`src/design/hdlc_frame_decoder_macros.svh`:
```
// ---------------------------------------------------------------------------
// hdlc_frame_decoder_macros.svh
// Assertion macros used by the frame decoder back end (hfd_back).
// ---------------------------------------------------------------------------
`ifndef HDLC_FRAME_DECODER_MACROS_SVH
`define HDLC_FRAME_DECODER_MACROS_SVH

`ifndef SYNTHESIS

// property checked outside reset
`define HFD_ASSERT(label, clk, rst, prop, msg) \
   label: assert property (@(posedge clk) disable iff (rst) prop) else $error(msg);

// property checked on every edge, reset included
`define HFD_ASSERT_ALWAYS(label, clk, prop, msg) \
   label: assert property (@(posedge clk) prop) else $error(msg);

`else

`define HFD_ASSERT(label, clk, rst, prop, msg)
`define HFD_ASSERT_ALWAYS(label, clk, prop, msg)

`endif

`endif

```
`src/design/hfd_pkg.sv`:
```
// ---------------------------------------------------------------------------
// hfd_pkg
// Types, constants and the CRC-16/X.25 byte update for the frame decoder.
// ---------------------------------------------------------------------------
package hfd_pkg;

   localparam logic [15:0] CRC_POLY = 16'h8408;
   localparam logic [15:0] CRC_INIT = 16'hFFFF;

   localparam logic [7:0]  FLAG_RESET   = 8'h7E;
   localparam logic [7:0]  ESCAPE_RESET = 8'h7D;
   localparam logic [7:0]  MASK_RESET   = 8'h20;
   localparam logic [15:0] MAX_RESET    = 16'd1024;

   localparam int QUEUE_DEPTH = 2;
   localparam int QPTR_W      = $clog2(QUEUE_DEPTH);
   localparam int QCNT_W      = $clog2(QUEUE_DEPTH + 1);

   typedef enum logic [1:0] {
      REG_FLAG   = 2'd0,
      REG_ESCAPE = 2'd1,
      REG_MASK   = 2'd2,
      REG_MAX    = 2'd3
   } reg_index_type;

   typedef enum logic [2:0] {
      ST_OK       = 3'd0,
      ST_SHORT    = 3'd1,
      ST_OVERFLOW = 3'd2,
      ST_BAD_CRC  = 3'd3,
      ST_DANGLING = 3'd4
   } status_type;

   typedef enum logic {
      OP_DATA  = 1'b0,
      OP_CLOSE = 1'b1
   } op_type;

   typedef struct packed {
      logic [7:0]  flag_byte;
      logic [7:0]  escape_byte;
      logic [7:0]  escape_mask;
      logic [15:0] max_frame_bytes;
   } cfg_type;

   // one classified beat handed from front to back
   typedef struct packed {
      op_type     op;
      logic [7:0] data;
      logic       esc_pending;   // close only: escape was left open
   } item_type;

   function automatic logic [15:0] crc_byte(input logic [15:0] crc, input logic [7:0] b);
      logic [15:0] c;
      c = crc ^ {8'h00, b};
      for (int k = 0; k < 8; k++) begin
         c = c[0] ? ((c >> 1) ^ CRC_POLY) : (c >> 1);
      end
      return c;
   endfunction

endpackage

```
`src/design/hfd_front.sv`:
```
// ---------------------------------------------------------------------------
// hfd_front
// Accepts raw bytes, strips flags and escapes, queues data and close beats.
// ---------------------------------------------------------------------------
module hfd_front (
   input  logic              clock,
   input  logic              reset,
   input  hfd_pkg::cfg_type  cfg,
   input  logic              req_valid,
   input  logic [7:0]        req_in_byte,
   input  logic              q_full,
   output logic              push,
   output hfd_pkg::item_type push_item
);

   logic esc_ff, esc_in;
   logic seen_ff, seen_in;   // a raw byte arrived since the last flag
   logic accept;

   assign accept = req_valid && !q_full;

   always_comb begin
      esc_in            = esc_ff;
      seen_in           = seen_ff;
      push              = 1'b0;
      push_item.op      = hfd_pkg::OP_DATA;
      push_item.data    = req_in_byte;
      push_item.esc_pending = esc_ff;
      if (accept) begin
         if (req_in_byte == cfg.flag_byte) begin
            push         = seen_ff;   // empty frames vanish here
            push_item.op = hfd_pkg::OP_CLOSE;
            esc_in       = 1'b0;
            seen_in      = 1'b0;
         end else begin
            seen_in = 1'b1;
            if (esc_ff) begin
               esc_in         = 1'b0;
               push           = 1'b1;
               push_item.data = req_in_byte ^ cfg.escape_mask;
            end else if (req_in_byte == cfg.escape_byte) begin
               esc_in = 1'b1;
            end else begin
               push = 1'b1;
            end
         end
      end
   end

   always_ff @(posedge clock) begin
      if (reset) begin
         esc_ff  <= 1'b0;
         seen_ff <= 1'b0;
      end else begin
         esc_ff  <= esc_in;
         seen_ff <= seen_in;
      end
   end

endmodule

```
`src/design/hfd_queue.sv`:
```
// ---------------------------------------------------------------------------
// hfd_queue
// Two-entry queue of classified beats between front and back.
// ---------------------------------------------------------------------------
module hfd_queue (
   input  logic              clock,
   input  logic              reset,
   input  logic              push,
   input  hfd_pkg::item_type push_item,
   input  logic              pop,
   output logic              q_valid,
   output logic              q_full,
   output hfd_pkg::item_type head
);

   hfd_pkg::item_type                  mem_ff [hfd_pkg::QUEUE_DEPTH];
   logic [hfd_pkg::QPTR_W-1:0] wr_ptr_ff, wr_ptr_in;
   logic [hfd_pkg::QPTR_W-1:0] rd_ptr_ff, rd_ptr_in;
   logic [hfd_pkg::QCNT_W-1:0] cnt_ff, cnt_in;

   localparam logic [hfd_pkg::QPTR_W-1:0] LAST = hfd_pkg::QPTR_W'(hfd_pkg::QUEUE_DEPTH - 1);
   localparam logic [hfd_pkg::QCNT_W-1:0] FULL = hfd_pkg::QCNT_W'(hfd_pkg::QUEUE_DEPTH);

   assign q_valid = (cnt_ff != '0);
   assign q_full  = (cnt_ff == FULL);
   assign head    = mem_ff[rd_ptr_ff];

   always_comb begin
      wr_ptr_in = wr_ptr_ff;
      rd_ptr_in = rd_ptr_ff;
      cnt_in    = cnt_ff;
      if (push) begin
         wr_ptr_in = (wr_ptr_ff == LAST) ? '0 : wr_ptr_ff + 1'b1;
      end
      if (pop) begin
         rd_ptr_in = (rd_ptr_ff == LAST) ? '0 : rd_ptr_ff + 1'b1;
      end
      if (push && !pop) begin
         cnt_in = cnt_ff + 1'b1;
      end else if (pop && !push) begin
         cnt_in = cnt_ff - 1'b1;
      end
   end

   always_ff @(posedge clock) begin
      if (reset) begin
         wr_ptr_ff <= '0;
         rd_ptr_ff <= '0;
         cnt_ff    <= '0;
      end else begin
         wr_ptr_ff <= wr_ptr_in;
         rd_ptr_ff <= rd_ptr_in;
         cnt_ff    <= cnt_in;
      end
   end

   always_ff @(posedge clock) begin
      if (push) begin
         mem_ff[wr_ptr_ff] <= push_item;
      end
   end

endmodule

```
`src/design/hfd_back.sv`:
```
// ---------------------------------------------------------------------------
// hfd_back
// Runs the two-byte tail, CRC, length and overflow; drives the result beat.
// ---------------------------------------------------------------------------
`include "hdlc_frame_decoder_macros.svh"

module hfd_back (
   input  logic              clock,
   input  logic              reset,
   input  hfd_pkg::cfg_type  cfg,
   input  logic              q_valid,
   input  hfd_pkg::item_type head,
   output logic              pop,
   output logic              rsp_valid,
   input  logic              rsp_stall,
   output logic [7:0]        rsp_out_byte,
   output logic              rsp_data_valid,
   output logic              rsp_frame_end,
   output logic [2:0]        rsp_frame_status,
   output logic [15:0]       rsp_payload_length
);

   logic [15:0] crc_ff, crc_in;
   logic [15:0] cnt_ff, cnt_in;
   logic [7:0]  tail0_ff, tail0_in;
   logic [7:0]  tail1_ff, tail1_in;
   logic        ovf_ff, ovf_in;

   logic        rsp_valid_ff, rsp_valid_in;
   logic [7:0]  rsp_byte_ff, rsp_byte_in;
   logic        rsp_dv_ff, rsp_dv_in;
   logic        rsp_end_ff, rsp_end_in;
   hfd_pkg::status_type rsp_status_ff, rsp_status_in;
   logic [15:0] rsp_len_ff, rsp_len_in;

   logic        advance;
   logic        emit;
   logic [15:0] cnt_inc;
   logic [15:0] crc_calc;

   assign advance = !rsp_valid_ff || !rsp_stall;
   assign pop     = q_valid && advance;
   assign cnt_inc = cnt_ff + 16'd1;
   assign crc_calc = ~crc_ff;

   always_comb begin
      crc_in        = crc_ff;
      cnt_in        = cnt_ff;
      tail0_in      = tail0_ff;
      tail1_in      = tail1_ff;
      ovf_in        = ovf_ff;
      emit          = 1'b0;
      rsp_byte_in   = 8'h00;
      rsp_dv_in     = 1'b0;
      rsp_end_in    = 1'b0;
      rsp_status_in = hfd_pkg::ST_OK;
      rsp_len_in    = 16'd0;
      if (pop) begin
         if (head.op == hfd_pkg::OP_CLOSE) begin
            emit       = 1'b1;
            rsp_end_in = 1'b1;
            rsp_len_in = (cnt_ff >= 16'd2) ? cnt_ff - 16'd2 : 16'd0;
            if (ovf_ff) begin
               rsp_status_in = hfd_pkg::ST_OVERFLOW;
            end else if (cnt_ff < 16'd2) begin
               rsp_status_in = hfd_pkg::ST_SHORT;
            end else if (head.esc_pending) begin
               rsp_status_in = hfd_pkg::ST_DANGLING;
            end else if (crc_calc != {tail1_ff, tail0_ff}) begin
               rsp_status_in = hfd_pkg::ST_BAD_CRC;
            end
            crc_in   = hfd_pkg::CRC_INIT;
            cnt_in   = 16'd0;
            tail0_in = 8'h00;
            tail1_in = 8'h00;
            ovf_in   = 1'b0;
         end else if (!ovf_ff) begin
            if (cnt_ff >= 16'd2) begin
               // oldest tail byte leaves the delay line as payload
               emit        = 1'b1;
               rsp_dv_in   = 1'b1;
               rsp_byte_in = tail0_ff;
               crc_in      = hfd_pkg::crc_byte(crc_ff, tail0_ff);
            end
            tail0_in = tail1_ff;
            tail1_in = head.data;
            cnt_in   = cnt_inc;
            ovf_in   = (cnt_inc >= cfg.max_frame_bytes);
         end
      end
      rsp_valid_in = advance ? emit : rsp_valid_ff;
   end

   always_ff @(posedge clock) begin
      if (reset) begin
         crc_ff       <= hfd_pkg::CRC_INIT;
         cnt_ff       <= 16'd0;
         tail0_ff     <= 8'h00;
         tail1_ff     <= 8'h00;
         ovf_ff       <= 1'b0;
         rsp_valid_ff <= 1'b0;
      end else begin
         crc_ff       <= crc_in;
         cnt_ff       <= cnt_in;
         tail0_ff     <= tail0_in;
         tail1_ff     <= tail1_in;
         ovf_ff       <= ovf_in;
         rsp_valid_ff <= rsp_valid_in;
      end
   end

   always_ff @(posedge clock) begin
      if (emit) begin
         rsp_byte_ff   <= rsp_byte_in;
         rsp_dv_ff     <= rsp_dv_in;
         rsp_end_ff    <= rsp_end_in;
         rsp_status_ff <= rsp_status_in;
         rsp_len_ff    <= rsp_len_in;
      end
   end

   assign rsp_valid          = rsp_valid_ff;
   assign rsp_out_byte       = rsp_byte_ff;
   assign rsp_data_valid     = rsp_dv_ff;
   assign rsp_frame_end      = rsp_end_ff;
   assign rsp_frame_status   = rsp_status_ff;
   assign rsp_payload_length = rsp_len_ff;

   `HFD_ASSERT(a_crc_idle_short, clock, reset, (cnt_ff < 16'd2) |-> (crc_ff == hfd_pkg::CRC_INIT), "CRC moved before two bytes were held")
   `HFD_ASSERT(a_ovf_frozen, clock, reset, (ovf_ff && pop && head.op == hfd_pkg::OP_DATA) |=> $stable(cnt_ff), "byte counted after overflow")
   `HFD_ASSERT(a_kind_onehot, clock, reset, rsp_valid_ff |-> (rsp_dv_ff != rsp_end_ff), "result is neither payload nor end, or both")
   `HFD_ASSERT(a_end_zero_byte, clock, reset, (rsp_valid_ff && rsp_end_ff) |-> (rsp_byte_ff == 8'h00), "end beat carries a byte")
   `HFD_ASSERT_ALWAYS(a_reset_clears, clock, reset |=> !rsp_valid_ff, "result valid right after reset")

endmodule

```
`src/design/hdlc_frame_decoder.sv`:
```
// ---------------------------------------------------------------------------
// hdlc_frame_decoder
// HDLC-style byte deframer with unescape and CRC-16/X.25 frame check.
// ---------------------------------------------------------------------------
//   channel   ports                          beat
//   req       req_valid / req_stall          one raw received byte
//   rsp       rsp_valid / rsp_stall          one payload byte or one frame end
//   csr       csr_wr_en, csr_index, data     one register write
//
// One byte accepted per cycle unless req_stall is high; the back takes one
// queued beat a cycle unless rsp_stall holds its result. A byte is queued
// first; the back then pops it and registers any result it yields.
// While a result waits on rsp_stall the queue takes up to two more beats,
// then req_stall (the registered queue-full flag) rises.
// Synchronous reset restores register defaults and clears all frame state.
// ---------------------------------------------------------------------------
module hdlc_frame_decoder (
   input  logic        clock,
   input  logic        reset,
   input  logic        req_valid,
   output logic        req_stall,
   input  logic [7:0]  req_in_byte,
   output logic        rsp_valid,
   input  logic        rsp_stall,
   output logic [7:0]  rsp_out_byte,
   output logic        rsp_data_valid,
   output logic        rsp_frame_end,
   output logic [2:0]  rsp_frame_status,
   output logic [15:0] rsp_payload_length,
   input  logic        csr_wr_en,
   input  logic [1:0]  csr_index,
   input  logic [15:0] csr_wr_data
);

   hfd_pkg::cfg_type  cfg_ff, cfg_in;
   hfd_pkg::item_type push_item, head;
   logic              push, pop, q_valid, q_full;

   always_comb begin
      cfg_in = cfg_ff;
      if (csr_wr_en) begin
         unique case (hfd_pkg::reg_index_type'(csr_index))
            hfd_pkg::REG_FLAG:   cfg_in.flag_byte       = csr_wr_data[7:0];
            hfd_pkg::REG_ESCAPE: cfg_in.escape_byte     = csr_wr_data[7:0];
            hfd_pkg::REG_MASK:   cfg_in.escape_mask     = csr_wr_data[7:0];
            hfd_pkg::REG_MAX:    cfg_in.max_frame_bytes = csr_wr_data;
            default: ;
         endcase
      end
   end

   always_ff @(posedge clock) begin
      if (reset) begin
         cfg_ff.flag_byte       <= hfd_pkg::FLAG_RESET;
         cfg_ff.escape_byte     <= hfd_pkg::ESCAPE_RESET;
         cfg_ff.escape_mask     <= hfd_pkg::MASK_RESET;
         cfg_ff.max_frame_bytes <= hfd_pkg::MAX_RESET;
      end else begin
         cfg_ff <= cfg_in;
      end
   end

   assign req_stall = q_full;

   hfd_front u_front (
      .clock       (clock),
      .reset       (reset),
      .cfg         (cfg_ff),
      .req_valid   (req_valid),
      .req_in_byte (req_in_byte),
      .q_full      (q_full),
      .push        (push),
      .push_item   (push_item)
   );

   hfd_queue u_queue (
      .clock     (clock),
      .reset     (reset),
      .push      (push),
      .push_item (push_item),
      .pop       (pop),
      .q_valid   (q_valid),
      .q_full    (q_full),
      .head      (head)
   );

   hfd_back u_back (
      .clock              (clock),
      .reset              (reset),
      .cfg                (cfg_ff),
      .q_valid            (q_valid),
      .head               (head),
      .pop                (pop),
      .rsp_valid          (rsp_valid),
      .rsp_stall          (rsp_stall),
      .rsp_out_byte       (rsp_out_byte),
      .rsp_data_valid     (rsp_data_valid),
      .rsp_frame_end      (rsp_frame_end),
      .rsp_frame_status   (rsp_frame_status),
      .rsp_payload_length (rsp_payload_length)
   );

endmodule
```
`config.mk`:
```
export PLATFORM = sky130hd
export DESIGN_NAME = hdlc_frame_decoder
export DESIGN_NICKNAME = d
export VERILOG_FILES = /design/src/design/hfd_pkg.sv /design/src/design/hfd_front.sv /design/src/design/hfd_queue.sv /design/src/design/hfd_back.sv /design/src/design/hdlc_frame_decoder.sv
export VERILOG_INCLUDE_DIRS = /design/src /design/src/design
export SDC_FILE = /design/constraint.sdc
export NUM_CORES = 1
export LEC_CHECK = 0
export CAP_MARGIN = 25
export CELL_PAD_IN_SITES_DETAIL_PLACEMENT = 0
export CELL_PAD_IN_SITES_GLOBAL_PLACEMENT = 1
export CORE_MARGIN = 4
export CORE_UTILIZATION = 46
export CTS_BUF_LIST = sky130_fd_sc_hd__clkbuf_4
export CTS_CLUSTER_DIAMETER = 150
export DETAILED_ROUTE_END_ITERATION = 8
export DONT_BUFFER_PORTS = 1
export HOLD_SLACK_MARGIN = 0.03
export PLACE_DENSITY_LB_ADDON = 0.1
export SYNTH_ARGS = -nofsm -noshare
export SYNTH_HDL_FRONTEND = slang
export SYNTH_SLANG_ARGS = --single-unit
```
`constraint.sdc`:
```
create_clock -name clock -period 2.8 [get_ports clock]
set_input_delay 0.28 -clock clock [delete_from_list [all_inputs] [get_ports clock]]
set_output_delay 0.28 -clock clock [all_outputs]
set_load 0.03 [all_outputs]
```
==> results of run 1 <==
[cells in the mapped netlist, types with 2 or more instances]
master                      instances  area (um^2)
sky130_fd_sc_hd__o31ai_1            2         15.0
sky130_fd_sc_hd__edfxtp_1          49         1470
sky130_fd_sc_hd__mux2i_1           13          130
sky130_fd_sc_hd__or3_1              7         43.8
sky130_fd_sc_hd__a211oi_1           3         22.5
sky130_fd_sc_hd__nor2_1            77          289
sky130_fd_sc_hd__or4_4              2         22.5
sky130_fd_sc_hd__nand2_1           88          330
sky130_fd_sc_hd__nor4b_1            2         17.5
sky130_fd_sc_hd__o211ai_1           2         15.0
sky130_fd_sc_hd__a2bb2oi_1          8         70.1
sky130_fd_sc_hd__a211o_1            7         61.3
sky130_fd_sc_hd__o22ai_1            7         43.8
sky130_fd_sc_hd__nand2b_1          14         87.6
sky130_fd_sc_hd__nor4_1             8         50.1
sky130_fd_sc_hd__o21ai_0            8         40.0
sky130_fd_sc_hd__and3_1             2         12.5
sky130_fd_sc_hd__nor3_1            11         55.1
sky130_fd_sc_hd__buf_1              5         18.8
sky130_fd_sc_hd__inv_1             25         93.8
sky130_fd_sc_hd__buf_2              3         15.0
sky130_fd_sc_hd__xnor2_1           55          482
sky130_fd_sc_hd__or2_2              2         12.5
sky130_fd_sc_hd__nand3b_1           8         60.1
sky130_fd_sc_hd__a31oi_1            2         12.5
sky130_fd_sc_hd__a22oi_1           17          128
sky130_fd_sc_hd__dfxtp_1           97         1940
sky130_fd_sc_hd__nor2b_1            8         50.1
sky130_fd_sc_hd__clkbuf_1          31          116
sky130_fd_sc_hd__nand3_1           11         55.1
sky130_fd_sc_hd__nor3b_1            4         30.0
sky130_fd_sc_hd__ha_1              21          263
sky130_fd_sc_hd__a21oi_1           53          265
sky130_fd_sc_hd__nand4_1            9         56.3
sky130_fd_sc_hd__xor2_1            29          254
sky130_fd_sc_hd__o41a_1             2         22.5
sky130_fd_sc_hd__and2_1             9         56.3
sky130_fd_sc_hd__a21o_1             3         22.5
[report_power, final]
part | switching (uW) | internal (uW)
combinational | 849 | 536
clock | 727 | 638
sequential | 290 | 2470
[per-stage QoR]
step / area [um^2] / instances
global placement: 7120 / 885
CTS: 7750 / 949
finish: 7750 / 949
floorplan: 6860 / 717
detailed placement: 7120 / 885
global route: 7750 / 949
[flip-flops by register name, indices dropped and copies added, names as in the netlist, named ones only]
register	cells
u_queue.cnt_ff	2
u_queue.mem_ff	20
u_queue.wr_ptr_ff	1
u_back.rsp_payload_length	16
u_queue.rd_ptr_ff	1
u_back.rsp_data_valid	1
u_front.seen_ff	1
u_back.cnt_ff	16
u_back.rsp_frame_end	1
u_back.rsp_valid	1
u_back.rsp_out_byte	8
u_back.ovf_ff	1
u_back.tail0_ff	8
u_back.crc_ff	16
u_front.esc_ff	1
cfg_ff	40
u_back.rsp_frame_status	3
u_back.tail1_ff	8
[path summary, 6_finish.rpt]
kind         slack [ns]  cells after the start          endpoint        startpoint
max                0.21                      5  u_back.crc_ff[8]  u_back.cnt_ff[9]
min                0.08                      3        cfg_ff[21]      csr_index[0]
max reg2reg        0.21                      5  u_back.crc_ff[8]  u_back.cnt_ff[9]
min reg2reg        0.46                      2         cfg_ff[1]         cfg_ff[1]
[repair_timing]
action / in CTS / in global routing
hold endpoints to repair: 112 / 0
setup buffers: 0 / 0
gates resized for setup: 0 / 1
setup endpoints to repair: 0 / 1
hold buffers: 32 / 0
[cell families after synthesis]
family / count (synthesis) / synth area share (%)
AOI/OAI and AO/OA: 121 / 11.5
muxes: 14 / 2.06
DFF: 146 / 49.8
adders and majority gates: 21 / 3.83
buffers and inverters: 66 / 3.78
xor gates and xnor gates: 84 / 10.7
and+or+nand+nor: 265 / 18.3
[cell type report]
type	count	area, um^2
multi-input cells	505	3200
clock buffers	20	150
fillers	1373	6840
repair buffers	56	518
clock inverters	12	139
well taps	184	230
flip-flops and latches	146	3410
inverters	26	97.6
[critical path: stages (launching register included)]
cell	delay, ns
sky130_fd_sc_hd__dfxtp_1	0.40
sky130_fd_sc_hd__or4_4	0.58
sky130_fd_sc_hd__or4_4	0.47
sky130_fd_sc_hd__o41a_2	0.39
sky130_fd_sc_hd__or2_0	0.40
sky130_fd_sc_hd__a2bb2oi_1	0.21
[layer usage]
| layer | part of all wire (%) | up-vias | GRT usage, % |
|---|---|---|---|
| li1 | - | 2539 | - |
| met1 | 48 | 2332 | 24.6 |
| met2 | 46 | 125 | 29.1 |
| met3 | 4.6 | 16 | 4.67 |
| met4 | 1.4 | 0 | 6.17 |
| met5 | 0 | - | 0 |
[placed cells by master, fill, tap and decap left out, types with 9 or more instances in the layout]
| cell | count |
|---|---|
| sky130_fd_sc_hd__buf_4 | 24 |
| sky130_fd_sc_hd__a22oi_1 | 17 |
| sky130_fd_sc_hd__dfxtp_1 | 97 |
| sky130_fd_sc_hd__nand2_1 | 88 |
| sky130_fd_sc_hd__nor2_1 | 77 |
| sky130_fd_sc_hd__nand2b_1 | 14 |
| sky130_fd_sc_hd__mux2i_1 | 13 |
| sky130_fd_sc_hd__nand4_1 | 9 |
| sky130_fd_sc_hd__dlygate4sd3_1 | 31 |
| sky130_fd_sc_hd__edfxtp_1 | 49 |
| sky130_fd_sc_hd__nor3_1 | 9 |
| sky130_fd_sc_hd__inv_1 | 25 |
| sky130_fd_sc_hd__xor2_1 | 29 |
| sky130_fd_sc_hd__nand3_1 | 11 |
| sky130_fd_sc_hd__a21oi_1 | 53 |
| sky130_fd_sc_hd__xnor2_1 | 55 |
| sky130_fd_sc_hd__and2_1 | 9 |
| sky130_fd_sc_hd__clkbuf_4 | 20 |
| sky130_fd_sc_hd__ha_1 | 21 |
==> flow_results.org, run 1 <==
** Timing
- Slew of the pin with the lowest slew margin :: 0.587 ns
- The worst path needs 2.59 ns of the cycle, external delays included.
- Unrepaired setup endpoints after global routing :: no
- Sum of negative setup slack :: 0 ns
- Part of the cycle the worst path needs :: 92.5%
- On the final layout, the worst hold slack is 0.0769 ns.
- The worst path meets setup with 0.210 ns of slack.
- Final setup vio count :: 0
- Between clock sinks in the finished design, the worst skew comes to 0.0118 ns.
- Final Hold Fails :: 0
- Measured against its own limit, the worst slew margin works out to 60.8%.
- Number of slew-limit violations in the final report :: 0
- Static timing analysis puts the maximum clock frequency at 386 MHz.

** Floorplan
- In this run the core area contains 44 standard-cell rows.
- The die covers 16900 um^2.
- DIE HEIGHT :: 130 um
- Chip Width :: 130 um
- After floorplanning, the core was sized to cover 14600 um^2.
- Pin placement for this block handled 62 I/O pins.
- Effective utilization at floorplan :: 47.0%

** Yosys
- The synthesized netlist contains 51 unique library cells.
- Share of flip-flops with an asynchronous set or reset after synthesis :: 0%
- Synthesized flop and latch total :: 146
- Synthesized netlist net count :: 769
- Warnings from Yosys :: 0
- Cell area after technology mapping :: 6860 um^2
- Number of enable-type register cells in the synthesized netlist :: 49
- Primary FF master, synth :: sky130_fd_sc_hd__dfxtp_1
- A synthesized cell averages 9.56 um^2.
- Seq/Total Area, Yosys :: 49.8%
- Synthesis produced 717 cells.

** Place
- The congestion estimate from routability-driven global placement came to 0.831.
- Dpl ws :: 0.241 ns
- Port-buffer cells :: 0
- Once detailed placement completed, the half-perimeter wirelength came to 10700 um.

** Final layout
- Area Growth Syn to Fin :: 13.0%
- Number of antenna repair diodes :: 0
- Nets@finish :: 804
- Cells fill 53.1% of the core in the end.
- Share of post-route cells with drive strength above 1 :: 8.89%

** Routing
- The detailed router finished its first iteration with 338 violations.
- Via/cell ratio :: 5.28
- In the final routed layout, each cell accounts on average for 15.8 um.
- Across all layers, the routed design uses 5012 vias.
- Length of the first detailed-routing pass in iterations :: 4
- After detailed routing, the number of remaining DRC violations is 0.
- Number of antenna-violating nets in the routed design :: 0
- The final layout contains routed wiring with a total length of 15000 um.

** Clock network
- TritonCTS clock tree :: yes
- No sink is reached through more buffers than the 2 on the longest clock path.
- CTS sink cnt :: 146
- After clock tree synthesis, the clock-pin slew on the worst setup and hold paths is 0.12 ns.
- Buffers inserted during clock tree synthesis total 17.
- Maximum level of the CTS H-tree :: 4
- Buffer cell driving the clock tree root :: sky130_fd_sc_hd__clkbuf_4
- Insertion delay to the later sink of the worst-skew pair :: 0.54 ns

** Setup path
- Worst Setup Start Kind :: flip-flop
- STA puts the critical path data required time at 3.21 ns.
- Maximum fanout along the worst path :: 8
- Setup CP Type :: reg -> reg
- The worst setup path is captured at a flip-flop.
- At the worst endpoint, the arrival time is 3.00 ns.

** Status
- Run status :: finished, final reports clean

** GRT
- Global routing finished with a remaining overflow of 0.
- Wire length of the first global-routing pass :: 24400 um
- For this run, the total global-route usage over all layers was measured as 18.4%.
- Pin count of the biggest net entering global routing :: 95
- The via count of the first global-routing pass was 4785.
- The number of antenna violations at the first check in global routing was 0.

** Power
- Static Leak :: 0.00292 uW
- VDD sags by at most 359 uV.
- Power spread over the standard cell area amounts to 711 nW/um^2.
- The completed layout was analyzed and its total power is 5510 uW.

** Hold path
- The tightest min-delay check is of the in -> reg type.

** Flow run
- Max-capacitance violation count :: 0
(Power assumes the default switching activity.)
==> run 2: changes to the inputs <==
- GPL_TIMING_DRIVEN: default -> 0
==> flow_results.org, run 2 (same netlist as run 1, synthesis figures left out) <==
** Status
- Run status :: finished, final reports clean

** Power
- VDD IR max :: 348 uV
- Static Leak :: 0.00289 uW
- Dividing total power by cell area gives a power density of 712 nW/um^2.

** GRT
- Via count of the first global-routing pass :: 4828
- Wire length of the first global-routing pass :: 25600 um
- Final global-route overflow total :: 0
- Pin count of the biggest net entering global routing :: 39
- Global routing used 19.7% of the available tracks across all layers.
- Number of antenna violations at the first check in global routing :: 1

** Clock network
- Insertion delay to the later sink of the worst-skew pair :: 0.54 ns
- The H-tree was split into 4 levels.
- Clock transition at the registers of the reported paths :: 0.12 ns
- CTS sink cnt :: 146
- Maximum clock insertion buffer count :: 2
- Clock tree synthesis inserted a total of 17 buffers.
- Buffer cell driving the clock tree root :: sky130_fd_sc_hd__clkbuf_4
- TritonCTS clock tree :: yes

** Place
- Post-place instance area :: 7100 um^2
- Summed over all nets, the half-perimeter wirelength after detailed placement is 11700 um.
- Port buffering added 0 buffers.
- Final weighted congestion in routability-driven placement :: 0.840

** Setup path
- Required time of the worst setup path :: 3.22 ns
- Cell family with the largest share of critical-path delay :: simple AND/OR/NAND/NOR gates
- Buffers and inverters on the worst path :: 0
- Maximum cell stage delay along the critical path :: 0.44 ns
- Crit end category :: flip-flop
- Cells along the critical path :: ha_1 > nand4_1 > nor3_4 > nand2_1 > xnor2_1 > ha_1 > nor2b_1 > o21ai_0 > o21ai_0 > o41a_1
- Data arrival time of the critical path :: 3.08 ns
- STA classifies the critical path startpoint as a flip-flop.
- The critical path is of the reg -> reg type.
- Of all nets on the critical path, the largest fanout is 6.
- Critical path's slowest cell :: sky130_fd_sc_hd__dfxtp_2

** Floorplan
- Row count :: 44
- Core area :: 14600 um^2
- The die covers 16900 um^2.
- DIE HEIGHT :: 130 um
- Once the floorplan was initialized, standard cells occupied 47.0% of the core.
- Number of I/O pins :: 62
- Chip Width :: 130 um

** Final layout
- For this run, the share of the core covered by cells in the final layout is 53.4%.
- Largest reg by FF count :: cfg_ff
- Fill cells in the final layout number 1325.
- In the final layout, the registers with the most flip-flops are cfg_ff (40), u_queue.mem_ff (20).
- Top library cells by usage in the layout, fill and taps aside :: 91 x sky130_fd_sc_hd__dfxtp_1, 88 x sky130_fd_sc_hd__nand2_1, 77 x sky130_fd_sc_hd__nor2_1
- Share of post-route cells with drive strength above 1 :: 7.56%
- Post-route cell area :: 7790 um^2
- Leaving out fill and tap cells, the most frequent cell in the layout is sky130_fd_sc_hd__dfxtp_1.
- Area Growth Syn to Fin :: 13.6%
- Nets@finish :: 820
- Max reg flops :: 40

** Timing
- FMAX :: 376 MHz
- After layout, the worst path uses 95.0% of the clock period.
- Setup repair after global routing left no endpoint under its margin.
- Post-layout minimum cycle time :: 2.66 ns
- The number of max-slew violations in the final report is 0.
- For the pin with the worst max-slew slack, the measured transition is 0.730 ns.
- Headroom to the max-slew limit came out at 51.3%.
- Min Hold Slack :: 0.0819 ns
- Final setup vio count :: 0
- Setup clock skew after layout :: 0.0212 ns
- Final Hold Fails :: 0

** Routing
- After detailed routing, the average wire length per cell comes to 16.5 um.
- The routed layout has 5035 vias.
- The detail route stage leaves a number of antenna-violating nets equal to 0.
- Via/cell ratio :: 5.22
- Number of DRC violations after detailed-routing iteration 0 :: 302
- For this run, the detailed router's first-pass iteration total came to 4.
- For this run, design rule violations remaining after detail routing come to 0.
- Routed WL :: 16000 um

** Hold path
- Worst hold path type :: in -> reg

** Flow run
- Across the run, the number of max-cap violations was 0.
-- run 2: worst paths after layout --
check,from,to,slack [ns],depth (start not counted)
worst max-delay path,u_back.cnt_ff[0],u_back.ovf_ff,0.14,10
worst min-delay path,csr_index[0],cfg_ff[25],0.08,4
worst max register to register,u_back.cnt_ff[0],u_back.ovf_ff,0.14,10
worst min register to register,cfg_ff[11],cfg_ff[11],0.46,2
-- run 2: final cells by class --
| class | count | area [um^2] | area share, % |
|---|---|---|---|
| flip-flops and latches | 146 | 3430 | 44.0 |
| multi-input cells | 505 | 3240 | 41.6 |
| repair buffers | 37 | 358 | 4.60 |
| well taps | 184 | 230 | 2.96 |
| clock buffers | 20 | 150 | 1.93 |
| plain buffers | 35 | 145 | 1.86 |
| clock inverters | 11 | 138 | 1.77 |
| inverters | 26 | 97.6 | 1.25 |
| diodes | 1 | 2.50 | 0.0321 |
-- run 2: metal layers --
metal  up-vias  GRT usage, %  wire (um)
li1       2578             -          -
met1      2337          26.2       7650
met2       106          31.7       7380
met3        14          5.69        747
met4         0          5.13        170
met5         -             0          0
-- run 2: report_power, final --
part,switching (uW),internal [uW]
clock network,728,638
registers,304,2480
logic,888,509
total,1920,3620
-- run 2: repair_timing --
item,4_1_cts,5_1_grt
hold buffers,32,0
pin swaps,1,5
gates resized for setup,7,10
gates cloned,0,0
endpoints found under the setup margin,27,7
endpoints found under the hold margin,60,0
setup buffers,1,3
-- run 2: metrics by stage --
stage | instances | setup TNS, ns | power [uW] | setup slack (ns)
global route | 965 | 0 | 5880 | 0.0147
detailed placement | 902 | -0.383 | 4180 | -0.300
global placement | 901 | -6.63 | 4140 | -0.630
CTS | 962 | 0 | 5580 | 0.000658
finish | 965 | 0 | 5540 | 0.141
floorplan | 717 | 0 | 3800 | 0.0769
-- run 2: worst reg2reg max path, stage by stage (launching register included) --
cell and delay (ns):
sky130_fd_sc_hd__dfxtp_2 0.44, sky130_fd_sc_hd__ha_1 0.23, sky130_fd_sc_hd__nand4_1 0.21, sky130_fd_sc_hd__nor3_4 0.31, sky130_fd_sc_hd__nand2_1 0.13, sky130_fd_sc_hd__xnor2_1 0.21
sky130_fd_sc_hd__ha_1 0.27, sky130_fd_sc_hd__nor2b_1 0.13, sky130_fd_sc_hd__o21ai_0 0.13, sky130_fd_sc_hd__o21ai_0 0.12, sky130_fd_sc_hd__o41a_1 0.37
==> run 3: changes to the inputs <==
==> constraint.sdc (replaced) <==
create_clock -name clock -period 2.8 [get_ports clock]
set_input_delay 0.14 -clock clock [delete_from_list [all_inputs] [get_ports clock]]
set_output_delay 0.14 -clock clock [all_outputs]
set_load 0.03 [all_outputs]
==> flow_results.org, run 3 (same netlist as run 1, synthesis figures left out) <==
** Floorplan
- Area of the die :: 16900 um^2
- Chip Width :: 130 um
- Number of I/O pins :: 62
- After floorplanning, the core was divided into 44 placement rows.
- Core area :: 14600 um^2
- The initial utilization of the core area, before any placement, comes to 47.0%.
- DIE HEIGHT :: 130 um

** Final layout
- Cells with a size suffix above 1 make up 7.52% of the layout.
- The multi-input combinational cells in the finished layout cover a total of 3240 um^2.
- Layout Utilization :: 53.7%
- Area Growth Syn to Fin :: 14.3%
- Across the whole layout, storage elements account for 3430 um^2.
- The register with the most flip-flops in the layout has 40 of them.
- The final layout contains 825 nets.
- Largest reg by FF count :: cfg_ff
- Counting the fill cells in the layout gives 1320.
- Top library cells by usage in the layout, fill and taps aside :: 91 x sky130_fd_sc_hd__dfxtp_1, 88 x sky130_fd_sc_hd__nand2_1, 77 x sky130_fd_sc_hd__nor2_1
- The library cell used most frequently in the layout, excluding fill and tap cells, is sky130_fd_sc_hd__dfxtp_1.
- Leading registers by flop count :: cfg_ff (40), u_queue.mem_ff (20)

** Clock network
- At the later pin of the worst-skew pair, clock insertion delay measures 0.54 ns.
- Maximum clock insertion buffer count :: 2
- Counting the buffers created by CTS gives 17.
- Clock tree synthesis selected as its root buffer the cell sky130_fd_sc_hd__clkbuf_4.
- Maximum level of the CTS H-tree :: 4
- TritonCTS clock tree :: yes
- Clock transition at the registers of the reported paths :: 0.12 ns
- For this design, the sink count on the clock tree is 146.

** Routing
- The detailed router finished its first iteration with 299 violations.
- The first detailed-routing pass ran for 4 iterations.
- Dividing the detail-routed wire length by the instance count gives 16.7 um.
- Dividing the detail-routed via count by the number of cells gives 5.23.
- Number of antenna-violating nets in the routed design :: 0
- Routed WL :: 16200 um
- The final route contains 5077 vias.
- For this run, design rule violations remaining after detail routing come to 0.

** Setup path
- Crit end category :: flip-flop
- The worst setup path is launched from a flip-flop.
- The signal on the critical path passes through nand4_1 > buf_4 > nor3_4 > nand2_1 > xnor2_1 > ha_1 > nor2b_1 > o21ai_0 > o21ai_0 > o41a_1.
- Data arrival time of the critical path :: 3.09 ns
- Required time of the worst setup path :: 3.22 ns
- In this design, the critical path's most frequently occurring cell is sky130_fd_sc_hd__o21ai_0.
- Maximum cell stage delay along the critical path :: 0.49 ns
- Together, buffers and inverters on the worst path number 1.
- Along the worst path, the maximum fanout reaches 6.
- The slowest stage of the critical path is the sky130_fd_sc_hd__dfxtp_1 cell.
- The setup path with the least slack is of type reg -> reg.
- Among cell families on the critical path, the largest total delay comes from simple AND/OR/NAND/NOR gates.

** Power
- In this run, the combinational gates consume 25.4% of the power.
- Of the total power, registers draw 50.0%.
- P_sw :: 1920 uW
- Static Leak :: 0.00291 uW
- P_int :: 3630 uW
- Power spread over the standard cell area amounts to 708 nW/um^2.
- The clock network is responsible for 24.5% of the overall power.
- IR analysis of the VDD net gives a maximum drop of 350 uV.
- In this run switching power makes up 34.6% of total power.
- Post-route total power :: 5550 uW

** GRT
- Via count of the first global-routing pass :: 4843
- For this run, the total global-route usage over all layers was measured as 20.0%.
- The first global-routing pass estimated 25900 um of wire.
- Number of antenna violations at the first check in global routing :: 1
- The total overflow left after global routing is 0.
- Pin count of the biggest net entering global routing :: 39

** Timing
- Setup clock skew after layout :: 0.0199 ns
- The smallest clock period supported by the final layout is computed as 2.67 ns.
- Final Hold Fails :: 0
- The number of max-slew violations in the final report is 0.
- Timing would allow up to 375 MHz.
- Setup repair after global routing left no endpoint under its margin.
- Slew of the pin with the lowest slew margin :: 0.740 ns
- Worst max-slew margin expressed relative to the limit :: 50.6%
- Final setup vio count :: 0
- Part of the cycle the worst path needs :: 95.2%

** Place
- Routability-driven placement finished with a final weighted congestion of 0.840.
- During placement, the flow inserted port buffers numbering 0.
- Detailed placement ended at an HPWL of 11700 um.

** Flow run
- Max-capacitance violation count :: 0

** Status
- The flow ran to the end, and the final reports show no timing, DRC or antenna violations.

** Hold path
- The min-delay analysis places its worst path in the category in -> reg.
-- run 3: cell count changes in the layout (fill, tap and decap cells not counted) --
cell                            change
sky130_fd_sc_hd__dlygate4sd3_1      +5
-- run 3: area by class of cell --
cell class	count	share of cell area, %
inverter	26	1.25
sequential	146	43.7
buffer	35	1.85
clock buffer	20	1.92
clock inverter	11	1.76
tap	184	2.94
multi-input combinational	505	41.3
antenna	1	0.0319
timing repair buffer	42	5.20
-- run 3: path summary, 6_finish.rpt --
check	end	depth (start not counted)	slack [ns]	from
setup / recovery	u_back.ovf_ff	10	0.13	u_back.cnt_ff[7]
hold / removal	cfg_ff[1]	4	0.09	csr_index[1]
setup reg to reg	u_back.ovf_ff	10	0.13	u_back.cnt_ff[7]
hold reg to reg	cfg_ff[11]	2	0.46	cfg_ff[11]
-- run 3: metrics by stage --
| stage | setup TNS (ns) | hold slack, ns | setup WS (ns) | area (um^2) | instances |
|---|---|---|---|---|---|
| final | 0 | 0.0865 | 0.134 | 7840 | 970 |
| after global routing | 0 | 0.0616 | 0.0147 | 7840 | 970 |
| after CTS | 0 | 0.0313 | 0.000658 | 7780 | 967 |
| after detailed placement | -0.383 | 0.262 | -0.300 | 7100 | 902 |
| after global placement | -6.63 | 0.259 | -0.630 | 7090 | 901 |
| after floorplan | 0 | 0.258 | 0.0769 | 6860 | 717 |
-- run 3: timing repair --
action	CTS	global route
pin swaps	1	5
endpoints found under the hold margin	71	0
hold buffers	37	0
buffers inserted	1	3
setup endpoints to repair	27	7
resized for setup	7	10
-- run 3: power groups by stage --
stage / Combinational, uW / Sequential [uW] / Clock (uW)
floorplan: 1020 / 2780 / 0
global placement: 1320 / 2820 / 0
detailed placement: 1350 / 2830 / 0
CTS: 1420 / 2780 / 1400
global route: 1600 / 2810 / 1490
finish: 1410 / 2780 / 1360
-- run 3: per-layer routing --
layer	up-vias	GRT usage, %	share of wire [%]
li1	2588	-	-
met1	2374	26.4	48
met2	100	32.1	46
met3	15	5.89	4.7
met4	0	5.20	1.2
met5	-	0	0
-- run 3: worst min-delay path: stages --
cell and delay [ns]:
sky130_fd_sc_hd__and3_1 0.12, sky130_fd_sc_hd__clkbuf_1 0.17, sky130_fd_sc_hd__nand2_1 0.10, sky130_fd_sc_hd__a21oi_1 0.05
